### src/hw/rtl/lps_pkg.sv
package lps_pkg;

    // State codes, as reported on the result channel
    localparam logic [3:0] ST_IDLE    = 4'd0;
    localparam logic [3:0] ST_DECIDE  = 4'd1;
    localparam logic [3:0] ST_P1_ON   = 4'd2;
    localparam logic [3:0] ST_P1_OFF  = 4'd3;
    localparam logic [3:0] ST_P2_ON   = 4'd4;
    localparam logic [3:0] ST_P2_OFF  = 4'd5;
    localparam logic [3:0] ST_P3_ON   = 4'd6;
    localparam logic [3:0] ST_P3_OFF  = 4'd7;
    localparam logic [3:0] ST_P4_ON   = 4'd8;
    localparam logic [3:0] ST_P4_OFF  = 4'd9;
    localparam logic [3:0] ST_INIT    = 4'd10;

    // Pattern numbers
    localparam logic [3:0] PAT_NONE  = 4'd0;
    localparam logic [3:0] PAT_HALF  = 4'd1;
    localparam logic [3:0] PAT_CHECK = 4'd2;
    localparam logic [3:0] PAT_WALK  = 4'd3;
    localparam logic [3:0] PAT_PAIR  = 4'd4;

    localparam logic [7:0] LED_HALF_A  = 8'hF0;
    localparam logic [7:0] LED_HALF_B  = 8'h0F;
    localparam logic [7:0] LED_CHECK_A = 8'hAA;
    localparam logic [7:0] LED_CHECK_B = 8'h55;
    localparam logic [7:0] LED_PAIR_A  = 8'hCC;
    localparam logic [7:0] LED_PAIR_B  = 8'h33;
    localparam logic [7:0] WALK_START  = 8'h80;
    localparam logic [7:0] WALK_END    = 8'h01;

    typedef struct packed {
        logic [3:0] fsm_state;
        logic [7:0] latched_command;
        logic [3:0] speed_index;
        logic [3:0] pattern_number;
        logic [7:0] hold_count;
        logic [7:0] walking_bit;
        logic       phase_toggle;
        logic [7:0] led_hold;
    } lps_state_t;

    // Hold length per speed index; indexes above five clamp to the fastest
    function automatic logic [7:0] hold_limit(input logic [3:0] speed);
        logic [7:0] lim;
        case (speed)
            4'd0:    lim = 8'd40;
            4'd1:    lim = 8'd20;
            4'd2:    lim = 8'd10;
            4'd3:    lim = 8'd5;
            4'd4:    lim = 8'd2;
            default: lim = 8'd1;
        endcase
        return lim;
    endfunction

endpackage

### src/hw/rtl/lps_step.sv
module lps_step (
    input  lps_pkg::lps_state_t cur,
    input  logic [7:0]          rx,
    output lps_pkg::lps_state_t nxt
);
    import lps_pkg::*;

    logic       same;
    logic [3:0] s;

    always_comb
    begin
        nxt  = cur;
        same = (rx == cur.latched_command);
        s    = cur.fsm_state;

        // Transitions
        unique case (cur.fsm_state) inside
            ST_INIT:
            begin
                s = ST_IDLE;
            end
            ST_IDLE:
            begin
                if (cur.latched_command != 8'd0)
                begin
                    s                  = ST_DECIDE;
                    nxt.speed_index    = cur.latched_command[3:0];
                    nxt.pattern_number = cur.latched_command[7:4];
                end
            end
            ST_DECIDE:
            begin
                if (!same || cur.pattern_number == PAT_NONE)
                begin
                    s = ST_IDLE;
                end
                else if (cur.pattern_number <= PAT_PAIR)
                begin
                    if (cur.pattern_number == PAT_WALK)
                        nxt.walking_bit = WALK_START;
                    nxt.hold_count = 8'd0;
                    s = {cur.pattern_number[2:0], 1'b0};
                end
                // unknown pattern: stay until the command changes
            end
            ST_P1_ON, ST_P1_OFF, ST_P2_ON, ST_P2_OFF,
            ST_P3_ON, ST_P3_OFF, ST_P4_ON, ST_P4_OFF:
            begin
                if (!same)
                begin
                    s = ST_IDLE;
                end
                else if (!cur.fsm_state[0])
                begin
                    s              = cur.fsm_state + 4'd1;
                    nxt.hold_count = 8'd0;
                end
                else if (cur.hold_count >= hold_limit(cur.speed_index))
                begin
                    if (cur.fsm_state != ST_P3_OFF)
                        nxt.hold_count = 8'd0;
                    s = cur.fsm_state - 4'd1;
                end
            end
            default:
            begin
                s = ST_INIT;
            end
        endcase
        nxt.fsm_state = s;

        // Actions on the new state
        case (s) inside
            ST_IDLE:
            begin
                nxt.latched_command = rx;
            end
            ST_P1_ON:
            begin
                nxt.led_hold     = cur.phase_toggle ? LED_HALF_B : LED_HALF_A;
                nxt.phase_toggle = ~cur.phase_toggle;
            end
            ST_P2_ON:
            begin
                nxt.led_hold     = cur.phase_toggle ? LED_CHECK_B : LED_CHECK_A;
                nxt.phase_toggle = ~cur.phase_toggle;
            end
            ST_P3_ON:
            begin
                nxt.led_hold    = nxt.walking_bit;
                nxt.walking_bit = (nxt.walking_bit == WALK_END) ? WALK_START
                                                                : (nxt.walking_bit >> 1);
            end
            ST_P4_ON:
            begin
                nxt.led_hold     = cur.phase_toggle ? LED_PAIR_B : LED_PAIR_A;
                nxt.phase_toggle = ~cur.phase_toggle;
            end
            ST_P1_OFF, ST_P2_OFF, ST_P3_OFF, ST_P4_OFF:
            begin
                nxt.hold_count = nxt.hold_count + 8'd1;
            end
            default:
            begin
            end
        endcase
    end

endmodule

### src/hw/rtl/led_pattern_sequencer_core.sv
// LED pattern sequencer. Each request on the slave stream is one tick that
// carries the latest received command byte; each tick yields exactly one
// result on the master stream with the held LED byte and the state code
// (0 idle, 1 decide, 2..9 pattern on/off, 10 init). A nonzero command seen in
// idle is split into a speed index (low nibble, clamped to 5) and a pattern
// number (high nibble, 1..4); the pattern runs while the incoming byte keeps
// matching, and any change returns the block to idle. Throughput is one tick
// per clock: the next-state logic is a single compare/shift pass from the
// state registers to the result register, so a tick is accepted every cycle
// while the result register is empty or being drained, and its result
// appears in the next cycle. No clearing pass follows reset.
module led_pattern_sequencer_core (
    input  logic        clk,
    input  logic        rst_n,
    input  logic        s_tvalid,
    output logic        s_tready,
    input  logic [7:0]  s_tdata,   // [7:0] received_byte
    output logic        m_tvalid,
    input  logic        m_tready,
    output logic [15:0] m_tdata    // [7:0] led_byte, [11:8] state_code, [15:12] zero
);
    import lps_pkg::*;

    lps_state_t    st_reg;
    lps_state_t    st_next;
    logic          out_valid_reg;
    logic [15:0]   out_data_reg;
    logic          s_accept;

    // Take a tick whenever the result register is free or drains this cycle
    assign s_tready = !out_valid_reg || m_tready;
    assign s_accept = s_tvalid && s_tready;

    lps_step u_step (
        .cur (st_reg),
        .rx  (s_tdata),
        .nxt (st_next)
    );

    always_ff @(posedge clk or negedge rst_n)
    begin
        if (!rst_n)
        begin
            st_reg.fsm_state       <= ST_INIT;
            st_reg.latched_command <= 8'd0;
            st_reg.speed_index     <= 4'd0;
            st_reg.pattern_number  <= 4'd0;
            st_reg.hold_count      <= 8'd0;
            st_reg.walking_bit     <= 8'd0;
            st_reg.phase_toggle    <= 1'b0;
            st_reg.led_hold        <= 8'd0;
            out_valid_reg          <= 1'b0;
        end
        else
        begin
            if (s_accept)
            begin
                // Advance the sequencer and load the result together
                st_reg        <= st_next;
                out_valid_reg <= 1'b1;
            end
            else if (m_tready)
            begin
                // Drop the result once taken
                out_valid_reg <= 1'b0;
            end
        end
    end

    // Result payload: hold while stalled
    always_ff @(posedge clk)
    begin
        if (s_accept)
            out_data_reg <= {4'd0, st_next.fsm_state, st_next.led_hold};
    end

    assign m_tvalid = out_valid_reg;
    assign m_tdata  = out_data_reg;

    // The state register never leaves the defined codes
    a_state_legal: assert property (@(posedge clk) disable iff (!rst_n)
        st_reg.fsm_state <= ST_INIT)
        else $error("sequencer state outside defined codes");

    // Every accepted tick produces a result in the next cycle
    a_accept_result: assert property (@(posedge clk) disable iff (!rst_n)
        s_accept |=> m_tvalid)
        else $error("accepted tick produced no result");

    // The walking pattern always holds exactly one lit bit
    a_walk_onehot: assert property (@(posedge clk) disable iff (!rst_n)
        (st_reg.fsm_state == ST_P3_ON || st_reg.fsm_state == ST_P3_OFF)
        |-> $onehot(st_reg.walking_bit))
        else $error("walking bit not one-hot");

    // The LED byte only changes on entry to a pattern step
    a_led_step: assert property (@(posedge clk) disable iff (!rst_n)
        (st_reg.led_hold != $past(st_reg.led_hold)) |->
        (st_reg.fsm_state == ST_P1_ON || st_reg.fsm_state == ST_P2_ON ||
         st_reg.fsm_state == ST_P3_ON || st_reg.fsm_state == ST_P4_ON))
        else $error("LED byte changed outside a pattern step");

endmodule

### config.mk
export PLATFORM = sky130hd
export DESIGN_NAME = led_pattern_sequencer_core
export DESIGN_NICKNAME = d
export VERILOG_FILES = /design/src/hw/rtl/lps_pkg.sv /design/src/hw/rtl/lps_step.sv /design/src/hw/rtl/led_pattern_sequencer_core.sv
export SDC_FILE = /design/constraint.sdc
export NUM_CORES = 1
export LEC_CHECK = 0
export ABC_CLOCK_PERIOD_IN_PS = 3900
export BUFFER_PORTS_ARGS = -buffer_cell sky130_fd_sc_hd__buf_2
export CAP_MARGIN = 20
export CORE_MARGIN = 2
export CORE_UTILIZATION = 43
export CTS_CLUSTER_SIZE = 16
export DETAILED_ROUTE_END_ITERATION = 10
export SYNTH_ARGS = -nofsm -noshare
export SYNTH_HDL_FRONTEND = slang
export SYNTH_SLANG_ARGS = --single-unit
export TNS_END_PERCENT = 50
### constraint.sdc
create_clock -name clk -period 3.9 [get_ports clk]
set_input_delay 0.78 -clock clk [delete_from_list [all_inputs] [get_ports clk]]
set_output_delay 0.78 -clock clk [all_outputs]
set_load 0.005 [all_outputs]
==> results of run 1 <==
## worst max-delay path: cells and delay by family, from the launching register on
family / cells / cell delay [ps]
mux: 1 / 410
fa+ha+maj: 1 / 320
simple gates: 3 / 760
flops: 1 / 420
compound gates: 3 / 1270
## layer usage
metal / up-vias / GRT usage (%)
met4: 0 / 6.763
li1: 1356 / -
met2: 102 / 27.16
met3: 11 / 4.494
met5: - / 0
met1: 1336 / 28.05
## cells by family after synthesis
logic type,Yosys count
mux,21
xor+xnor,12
flops,58
compound gates,112
buf+inv,38
fa+ha+maj,7
other cells,1
simple gates,100
## how the worst max path moves through the flow
stage,depth (start not counted),slack (ps),from,endpoint
after global routing,8,290,st_reg[29],m_tdata[2]
final,8,480,st_reg[29],m_tdata[2]
after floorplan,12,680,st_reg[29],st_reg[23]
after detailed placement,8,520,st_reg[29],m_tdata[2]
after CTS,8,510,st_reg[29],m_tdata[2]
after global placement,8,560,s_tdata[2],st_reg[6]
## power by group through the flow
| stage | registers (uW) | logic [uW] | clock network (uW) |
|---|---|---|---|
| 2_1_floorplan | 847 | 505 | 0 |
| 3_3_place_gp | 897 | 594 | 0 |
| 3_5_place_dp | 902 | 605 | 0 |
| 4_1_cts | 890 | 610 | 500 |
| 5_1_grt | 915 | 674 | 526 |
| 6_report | 893 | 613 | 481 |
## cell type report
type | instances | share of cell area [%]
inverters | 15 | 1.457
clock buffers | 16 | 4.403
multi-input cells | 256 | 46.16
well taps | 102 | 3.302
flip-flops and latches | 58 | 39.17
repair buffers | 34 | 5.503
## cell usage after synthesis, types with 2 or more instances
| cell type | instances |
|---|---|
| dfrtp_1 | 44 |
| clkbuf_1 | 9 |
| nor2b_1 | 4 |
| mux2_2 | 18 |
| inv_1 | 15 |
| o221ai_1 | 3 |
| o21a_1 | 3 |
| ha_1 | 7 |
| a221oi_1 | 2 |
| and2_1 | 6 |
| o21ai_0 | 22 |
| o31ai_1 | 10 |
| nor3_1 | 5 |
| a32oi_1 | 2 |
| nor2_1 | 17 |
| o211ai_1 | 7 |
| edfxtp_1 | 12 |
| o21ai_1 | 2 |
| nor4_1 | 8 |
| a22oi_1 | 3 |
| a2bb2oi_1 | 2 |
| mux2i_1 | 3 |
| a2111oi_0 | 2 |
| xor2_1 | 10 |
| a21o_1 | 8 |
| nand4_1 | 6 |
| buf_2 | 9 |
| dfstp_2 | 2 |
| or2_2 | 4 |
| a21oi_1 | 20 |
| nand2_1 | 21 |
| and3_1 | 3 |
| a211oi_1 | 3 |
| nor3b_1 | 2 |
| xnor2_1 | 2 |
| or3_1 | 4 |
| a22o_1 | 7 |
| o211a_1 | 2 |
| o21bai_1 | 2 |
| or2_1 | 2 |
| buf_4 | 4 |
| nand3_1 | 5 |
| nand2b_1 | 6 |
## through the flow
stage	hold WS, ps	total power (uW)	std cells
after detailed placement	519.0	1508	464
after CTS	525.9	2000	480
after global placement	498.8	1491	464
after floorplan	465.9	1351	352
after global routing	500.3	2115	481
final	462.1	1986	481
==> results.sh, run 1 <==
export IMPL_fmax_ghz=0.2928
export IMPL_wl_per_cell_um=16.18
export IMPL_path_class="flip-flop to flip-flop"
export IMPL_period_share_pct=87.58
export IMPL_synth_xor_area_share_pct=3.040
export IMPL_cts_resized_gates=0
export IMPL_dieArea_mm2=0.008773
export IMPL_cp_end_kind="flip-flop"
export IMPL_routed_wl_um=7784
export IMPL_synth_top_family_by_area="compound AO/OA/AOI/OAI gates"
export IMPL_htreeDepth=3
export IMPL_synth_mux_area_fraction_pct=6.732
export IMPL_insertion_delay_ps=330
export IMPL_num_vias=2805
export IMPL_cellInternalPower_uw=1296
export IMPL_row_count=32
export IMPL_wl_met1_um=3716
export IMPL_yosys_area_top_type="dfrtp_1"
export IMPL_wl_met3_um=545
export IMPL_most_common_layout_cells="dfrtp_1 (44), buf_2 (25), o21ai_0 (22), nand2_1 (21), a21oi_1 (20)"
export IMPL_antenna_found_initial=0
export IMPL_power_frac_seq_pct=45.0
export IMPL_top_layer_used="met4"
export IMPL_core_mm2=0.007767
export IMPL_ys_ff_latch=58
export IMPL_antennaDiodeCount=0
export IMPL_fp_dieH_um=93.67
export IMPL_worstPathArrival_ps=3500
export IMPL_nNetsFinal=393
export IMPL_leakagePower_uw=0.001617
export IMPL_worstReg2RegStart="st_reg[29]"
export IMPL_synth_compound_area_share_pct=22.62
export IMPL_r2r_end="m_tdata[2]"
export IMPL_async_flop_share_pct=79.31
export IMPL_worstRegToRegCells=8
export IMPL_grt_pass1_vias=2554
export IMPL_fp_dieW_um=93.67
export IMPL_fin_crit_ps=3416
export IMPL_place_congestion=0.8029
export IMPL_placed_area_mm2=0.003667
export IMPL_critPathMaxFanout=14
export IMPL_postCtsSetupBuffers=0
export IMPL_synth_cells=349
export IMPL_register_area_mm2=0.001514
export IMPL_cap_viol_max_count=0
export IMPL_multi_input_area_mm2=0.001784
export IMPL_grt_pass1_wl_um=12990
export IMPL_power_frac_clock_pct=24.2
export IMPL_finalMaxSlewViolations=0
export IMPL_tns_ps=0
export IMPL_hold_viol_final=0
export IMPL_track_usage_pct=18.99
export IMPL_numCtsBuffers=9
export IMPL_synth_edf_count=12
export IMPL_cts_clk_slew_worst_paths_ps=60
export IMPL_drcViolationCount=0
export IMPL_initial_core_util_pct=44.51
export IMPL_area_growth_pct=11.80
export IMPL_synth_distinct_cells=64
export IMPL_startpoint_type="flip-flop"
export IMPL_maxSlewHeadroom_pct=43.18
export IMPL_pre_cts_ws_ps=519.6
export IMPL_rrSetupSlack_ps=480
export IMPL_largest_reg_flops=45
export IMPL_finish_utilization_pct=49.76
export IMPL_ctsLongestPathBuffers=2
export IMPL_ant_nets=0
export IMPL_setup_ws_ps=484.3
export IMPL_grt_max_degree=47
export IMPL_finClkSkew_ps=5.924
export IMPL_grt_overflow=0
export IMPL_clkSinkCount=58
export IMPL_met2WireLength_um=3409
export IMPL_dp_hpwl_um=5654
export IMPL_required_ps=3990
export IMPL_crit_chain="or3_1 -> or2_2 -> ha_1 -> a2111o_1 -> nor2_1 -> a211o_1 -> a211oi_2 -> mux2_2"
export IMPL_status="finished, final reports clean"
export IMPL_irDropWorstVdd_mv=0.2713
export IMPL_io_buffers=25
export IMPL_cts_tree="built"
export IMPL_final_common_cell="dfrtp_1"
export IMPL_hp_class="primary input to async pin"
export IMPL_routed_via_density=5.832
export IMPL_final_layout_size_suffix_gt1_share_pct=19.53
export IMPL_pwr_share_comb_pct=30.8
export IMPL_holdBufCountCts=0
export IMPL_cpPeakStageDelay_ps=750
export IMPL_synth_fa_ha_area_share_pct=2.533
export IMPL_yosys_area_share_simple_pct=16.25
export IMPL_slowest_stage="a211oi_2"
export IMPL_root_buffer="clkbuf_8"
export IMPL_power_switching_uw=690.6
export IMPL_ioPinCount=30
export IMPL_synth_area_per_cell_um2=9.906
export IMPL_netSwitchingFraction_pct=34.77
export IMPL_power_density_mw_per_mm2=513.9
export IMPL_yosysWarnings=0
export IMPL_finalSetupViolCount=0
export IMPL_syn_area_mm2=0.003457
export IMPL_first_pass_iters=5
export IMPL_rsz0062_at_grt="false"
export IMPL_worst_pin_slew_ps=850.7
export IMPL_yosysSeqAreaShare_pct=43.79
export IMPL_ys_flop_type="dfrtp_1"
export IMPL_fin_area_mm2=0.003865
export IMPL_fillCellCount=760
export IMPL_drt_iter0_drc=187
export IMPL_synthTopCellsByArea="dfrtp_1 (32%), edfxtp_1 (10%), mux2_2 (5.9%)"
export IMPL_synth_top_area_share_pct=31.85
Note: power is estimated with default switching activity, not from simulation.
==> run 2, diff against run 1 <==
ABC_AREA = 1   (was default)
==> results.sh, run 2 <==
export IMPL_grt_max_degree=47
export IMPL_async_flop_share_pct=79.31
export IMPL_total_power_uw=2190
export IMPL_row_count=32
export IMPL_synth_distinct_cells=41
export IMPL_rrSetupSlack_ps=790
export IMPL_yosysWarnings=0
export IMPL_io_buffers=25
export IMPL_dp_hpwl_um=5464
export IMPL_power_density_mw_per_mm2=555.0
export IMPL_fin_crit_ps=3114
export IMPL_status="finished, final reports clean"
export IMPL_fp_dieH_um=93.65
export IMPL_worst_pin_slew_ps=597.5
export IMPL_irDropWorstVdd_mv=0.2738
export IMPL_grt_pass1_wl_um=13080
export IMPL_track_usage_pct=19.02
export IMPL_fmax_ghz=0.3211
export IMPL_critPathMaxFanout=16
export IMPL_yosysSeqAreaShare_pct=43.81
export IMPL_routed_via_density=4.927
export IMPL_period_share_pct=79.85
export IMPL_finalMaxSlewViolations=0
export IMPL_synth_common_cells="nand2_1 (152), inv_1 (57), dfrtp_1 (44), nor2_1 (41), o21ai_0 (30)"
export IMPL_worstPathArrival_ps=3350
export IMPL_cts_resized_gates=0
export IMPL_required_ps=4140
export IMPL_antenna_found_initial=0
export IMPL_routed_wl_um=7386
export IMPL_most_common_layout_cells="nand2_1 (152), inv_1 (57), dfrtp_1 (44), nor2_1 (41), o21ai_0 (30)"
export IMPL_finalSetupViolCount=0
export IMPL_synth_edf_count=12
export IMPL_finClkSkew_ps=11.18
export IMPL_largest_reg_flops=45
export IMPL_synth_area_per_cell_um2=7.480
export IMPL_synth_cells=462
export IMPL_first_pass_iters=4
export IMPL_ctsLongestPathBuffers=2
export IMPL_cts_tree="built"
export IMPL_cp_common_cell="nand2_1"
export IMPL_hp_class="primary input to async pin"
export IMPL_ys_flop_type="dfrtp_1"
export IMPL_yosys_area_top_type="dfrtp_1"
export IMPL_rsz0062_at_grt="false"
export IMPL_fp_dieW_um=93.65
export IMPL_core_mm2=0.007767
export IMPL_r2r_end="st_reg[16]"
export IMPL_initial_core_util_pct=44.49
export IMPL_drcViolationCount=0
export IMPL_hold_viol_final=0
export IMPL_maxSlewHeadroom_pct=60.17
export IMPL_numCtsBuffers=9
export IMPL_place_congestion=0.8472
export IMPL_ioPinCount=30
export IMPL_root_buffer="clkbuf_8"
export IMPL_clkSinkCount=58
export IMPL_wl_per_cell_um=12.27
export IMPL_leakagePower_uw=0.002002
export IMPL_cts_clk_slew_worst_paths_ps=70
export IMPL_final_common_cell="nand2_1"
export IMPL_antennaDiodeCount=0
export IMPL_final_layout_size_suffix_gt1_share_pct=14.80
export IMPL_htreeDepth=3
export IMPL_synthMostInstantiatedCell="nand2_1"
export IMPL_grt_overflow=0
export IMPL_nNetsFinal=514
export IMPL_path_class="flip-flop to flip-flop"
export IMPL_tns_ps=0
export IMPL_synthTopCellsByArea="dfrtp_1 (32%), nand2_1 (17%), edfxtp_1 (10%)"
export IMPL_cap_viol_max_count=0
export IMPL_slowest_stage="dfrtp_1"
export IMPL_num_vias=2966
export IMPL_cpPeakStageDelay_ps=400
export IMPL_grt_pass1_vias=2954
export IMPL_holdBufCountCts=0
export IMPL_drt_iter0_drc=145
export IMPL_startpoint_type="flip-flop"
export IMPL_ys_ff_latch=58
export IMPL_insertion_delay_ps=360
export IMPL_cp_end_kind="flip-flop"
export IMPL_postCtsSetupBuffers=0
export IMPL_area_growth_pct=14.16
export IMPL_crit_chain="nor4_1 -> o22ai_1 -> ha_1 -> nand2_1 -> nor2_1 -> nor2_1 -> nand2_1 -> nand2_1 -> nand2_1 -> nand2_1 -> nand2_2 -> inv_1 -> nor2_2 -> nand3_4 -> inv_1 -> o21ai_0 -> o211ai_1 -> o21ai_0"
export IMPL_ant_nets=0
export IMPL_synth_top_area_share_pct=31.86
export IMPL_dieArea_mm2=0.008770
export IMPL_worstReg2RegStart="st_reg[29]"
export IMPL_worstRegToRegCells=18
export IMPL_syn_area_mm2=0.003456
## run 2: changes by cell type after synthesis, moves of 13 or more
| cell | before | now |
|---|---|---|
| a21oi_1 | 20 | 7 |
| inv_1 | 15 | 57 |
| mux2_2 | 18 | 0 |
| nand2_1 | 21 | 152 |
| nand3_1 | 5 | 26 |
| nor2_1 | 17 | 41 |
## run 2: worst max path at each step
stage                    start    endpoint  slack (ps)  cells past startpoint
floorplan           st_reg[29]  m_tdata[6]        1290                     19
global placement    st_reg[30]   st_reg[1]         980                     21
detailed placement  st_reg[29]  st_reg[16]         790                     18
CTS                 st_reg[29]  st_reg[16]         790                     18
global route        st_reg[29]  st_reg[16]         440                     18
finish              st_reg[29]  st_reg[16]         790                     18
## run 2: per-stage QoR
step / utilization (%) / hold slack [ps] / instance area, um^2 / std cells / worst slack [ps]
after global routing: 50.79 / 467.6 / 3945 / 602 / 438.9
after CTS: 50.43 / 489.3 / 3918 / 601 / 785.0
after floorplan: - / 443.9 / 3467 / 465 / 1286
final: 50.79 / 425.3 / 3945 / 602 / 786.0
after detailed placement: 47.31 / 469.8 / 3675 / 585 / 794.6
after global placement: 47.31 / 469.0 / 3675 / 585 / 980.3
## run 2: final cells by class
class	instances	area [um^2]
timing repair buffer	30	182.7
multi-input combinational	329	1623
clock inverter	5	101.3
fill	775	3822
sequential	58	1514
tap	102	127.6
clock buffer	11	141.4
inverter	67	255.2
## run 2: power breakdown
group | switching (uW) | leakage [uW] | internal, uW | total [uW]
combinational | 412 | 0.00117 | 229 | 642
clock | 249 | 0.000117 | 440 | 688
sequential | 102 | 0.000713 | 758 | 860
## run 2: cell families after synthesis
family / share of synthesized area, %
buf+inv: 9.558
other cells: 0.1085
compound gates: 10.79
flops: 43.81
xor+xnor: 1.521
fa+ha+maj: 2.534
simple gates: 31.68
## run 2: layer usage
| layer | vias to the layer above | global-route usage, % | wire length (um) |
|---|---|---|---|
| met2 | 54 | 30.22 | 3307 |
| li1 | 1540 | - | - |
| met3 | 11 | 4.815 | 306 |
| met4 | 0 | 7.850 | 123 |
| met5 | - | 0 | 0 |
| met1 | 1361 | 24.83 | 3648 |
## run 2: critical path: cells and delay by family (launching register included)
family                     cells  cell delay, ps
and+or+nand+nor               11            1510
AOI/OAI and AO/OA              4             460
DFF                            1             400
buffers and inverters          2             340
adders and majority gates      1             290
==> run 3, diff against run 2 <==
ABC_CLOCK_PERIOD_IN_PS = 2980   (was 3900)
clock period = 2.98 ns   (was 3.9 ns; I/O delays follow)
==> results.sh, run 3 (synthesis results as in run 2) <==
export IMPL_status="finished, final reports clean"
export IMPL_irDropWorstVdd_mv=0.3619
export IMPL_pre_cts_ws_ps=-16.97
export IMPL_final_common_cell="nand2_1"
export IMPL_whs_ps=204.1
export IMPL_numCtsBuffers=9
export IMPL_startpoint_type="flip-flop"
export IMPL_track_usage_pct=18.26
export IMPL_first_pass_iters=5
export IMPL_place_congestion=0.8553
export IMPL_leakagePower_uw=0.002048
export IMPL_finalMaxSlewViolations=0
export IMPL_ioPinCount=30
export IMPL_finish_utilization_pct=51.80
export IMPL_power_density_mw_per_mm2=676.5
export IMPL_cts_tree="built"
export IMPL_fmax_ghz=0.3573
export IMPL_grt_pass1_wl_um=12610
export IMPL_fp_dieW_um=93.65
export IMPL_routed_wl_um=7374
export IMPL_ant_nets=0
export IMPL_insertion_delay_ps=340
export IMPL_cp_end_kind="flip-flop"
export IMPL_path_class="flip-flop to flip-flop"
export IMPL_required_ps=3050
export IMPL_placedCellCount=591
export IMPL_drt_iter0_drc=154
export IMPL_htreeDepth=3
export IMPL_hp_class="primary input to async pin"
export IMPL_initial_core_util_pct=44.49
export IMPL_setup_ws_ps=181.3
export IMPL_routed_via_density=4.951
export IMPL_ctsLongestPathBuffers=2
export IMPL_largest_reg_flops=45
export IMPL_critPathMaxFanout=7
export IMPL_core_mm2=0.007767
export IMPL_row_count=32
export IMPL_drcViolationCount=0
export IMPL_maxSlewHeadroom_pct=64.67
export IMPL_dp_hpwl_um=5401
export IMPL_nNetsFinal=528
export IMPL_worstPathArrival_ps=2870
export IMPL_final_cell_count_no_fill=616
export IMPL_wl_per_cell_um=11.97
export IMPL_finClkSkew_ps=11.13
export IMPL_root_buffer="clkbuf_8"
export IMPL_num_vias=3050
export IMPL_hold_viol_final=0
export IMPL_antenna_found_initial=0
export IMPL_clkSinkCount=58
export IMPL_area_growth_pct=16.44
export IMPL_final_layout_size_suffix_gt1_share_pct=17.70
export IMPL_finalSetupViolCount=0
export IMPL_grt_overflow=0
export IMPL_dieArea_mm2=0.008770
export IMPL_cts_clk_slew_worst_paths_ps=60
export IMPL_fin_crit_ps=2799
export IMPL_most_common_layout_cells="nand2_1 (151), inv_1 (57), dfrtp_1 (44), nor2_1 (39), o21ai_0 (29)"
export IMPL_grt_max_degree=27
export IMPL_cap_viol_max_count=0
export IMPL_fp_dieH_um=93.65
export IMPL_grt_pass1_vias=2784
export IMPL_placed_area_mm2=0.003720
export IMPL_holdBufCountCts=0
export IMPL_period_share_pct=93.92
export IMPL_worst_pin_slew_ps=528.0
export IMPL_rsz0062_at_grt="true"
export IMPL_io_buffers=25
export IMPL_fin_area_mm2=0.004024
export IMPL_antennaDiodeCount=0
## run 3: layer usage
metal / global-route usage (%) / vias to the layer above / wire length [um] / share of wire [%]
met5: 0 / - / 0 / 0
met4: 7.609 / 0 / 106 / 1.4
met3: 3.451 / 12 / 267 / 3.6
met2: 28.72 / 75 / 3220 / 44
met1: 24.77 / 1393 / 3780 / 51
li1: - / 1570 / - / -
## run 3: worst max-delay path: stages (launching register included)
cell      delay (ps)
dfrtp_1          410
nor4_2           330
a31oi_1           90
ha_1             300
inv_1             40
o21bai_1         110
nand2_1           70
nand2_1           50
nand2_1           40
nand2_1           70
nand2_1           90
nand2_4          110
inv_1             70
nor2_4           200
nand3_2          200
nand3_2          110
nand2_1           60
nand2_1           80
o21ai_0          100
## run 3: final cells by class
cell class	instances	area [um^2]
clock buffer	13	148.9
fill	782	3744
tap	102	127.6
sequential	58	1514
clock inverter	3	40.04
timing repair buffer	43	276.5
inverter	67	255.2
multi-input combinational	330	1662
## run 3: worst paths after layout
check                           slack, ps          to  startpoint  depth (start not counted)
worst max-delay path                  180  m_tdata[4]  st_reg[32]                         18
worst min-delay path                  200  st_reg[39]       rst_n                          1
worst max register to register        180  m_tdata[4]  st_reg[32]                         18
worst min register to register        480   st_reg[0]   st_reg[0]                          2
max in group asynchronous            2020  st_reg[42]       rst_n                          2
min in group clk                      480   st_reg[0]   st_reg[0]                          2
## run 3: where the power goes
group          internal [uW]  total, uW  switching, uW
Sequential               992       1130            138
Clock                    407        711            304
Combinational            329        882            553
## run 3: stage by stage
step / total power, uW / setup TNS (ps)
floorplan: 1763 / 0
global placement: 1967 / 0
detailed placement: 1983 / -16.97
CTS: 2702 / 0
global route: 2961 / -17.20
finish: 2722 / 0
## run 3: repair_timing
item / CTS / global route
endpoints found under the setup margin: 6 / 28
pin swaps: 1 / 4
gates resized for setup: 1 / 8
buffers inserted: 3 / 5
gates cloned: 0 / 1
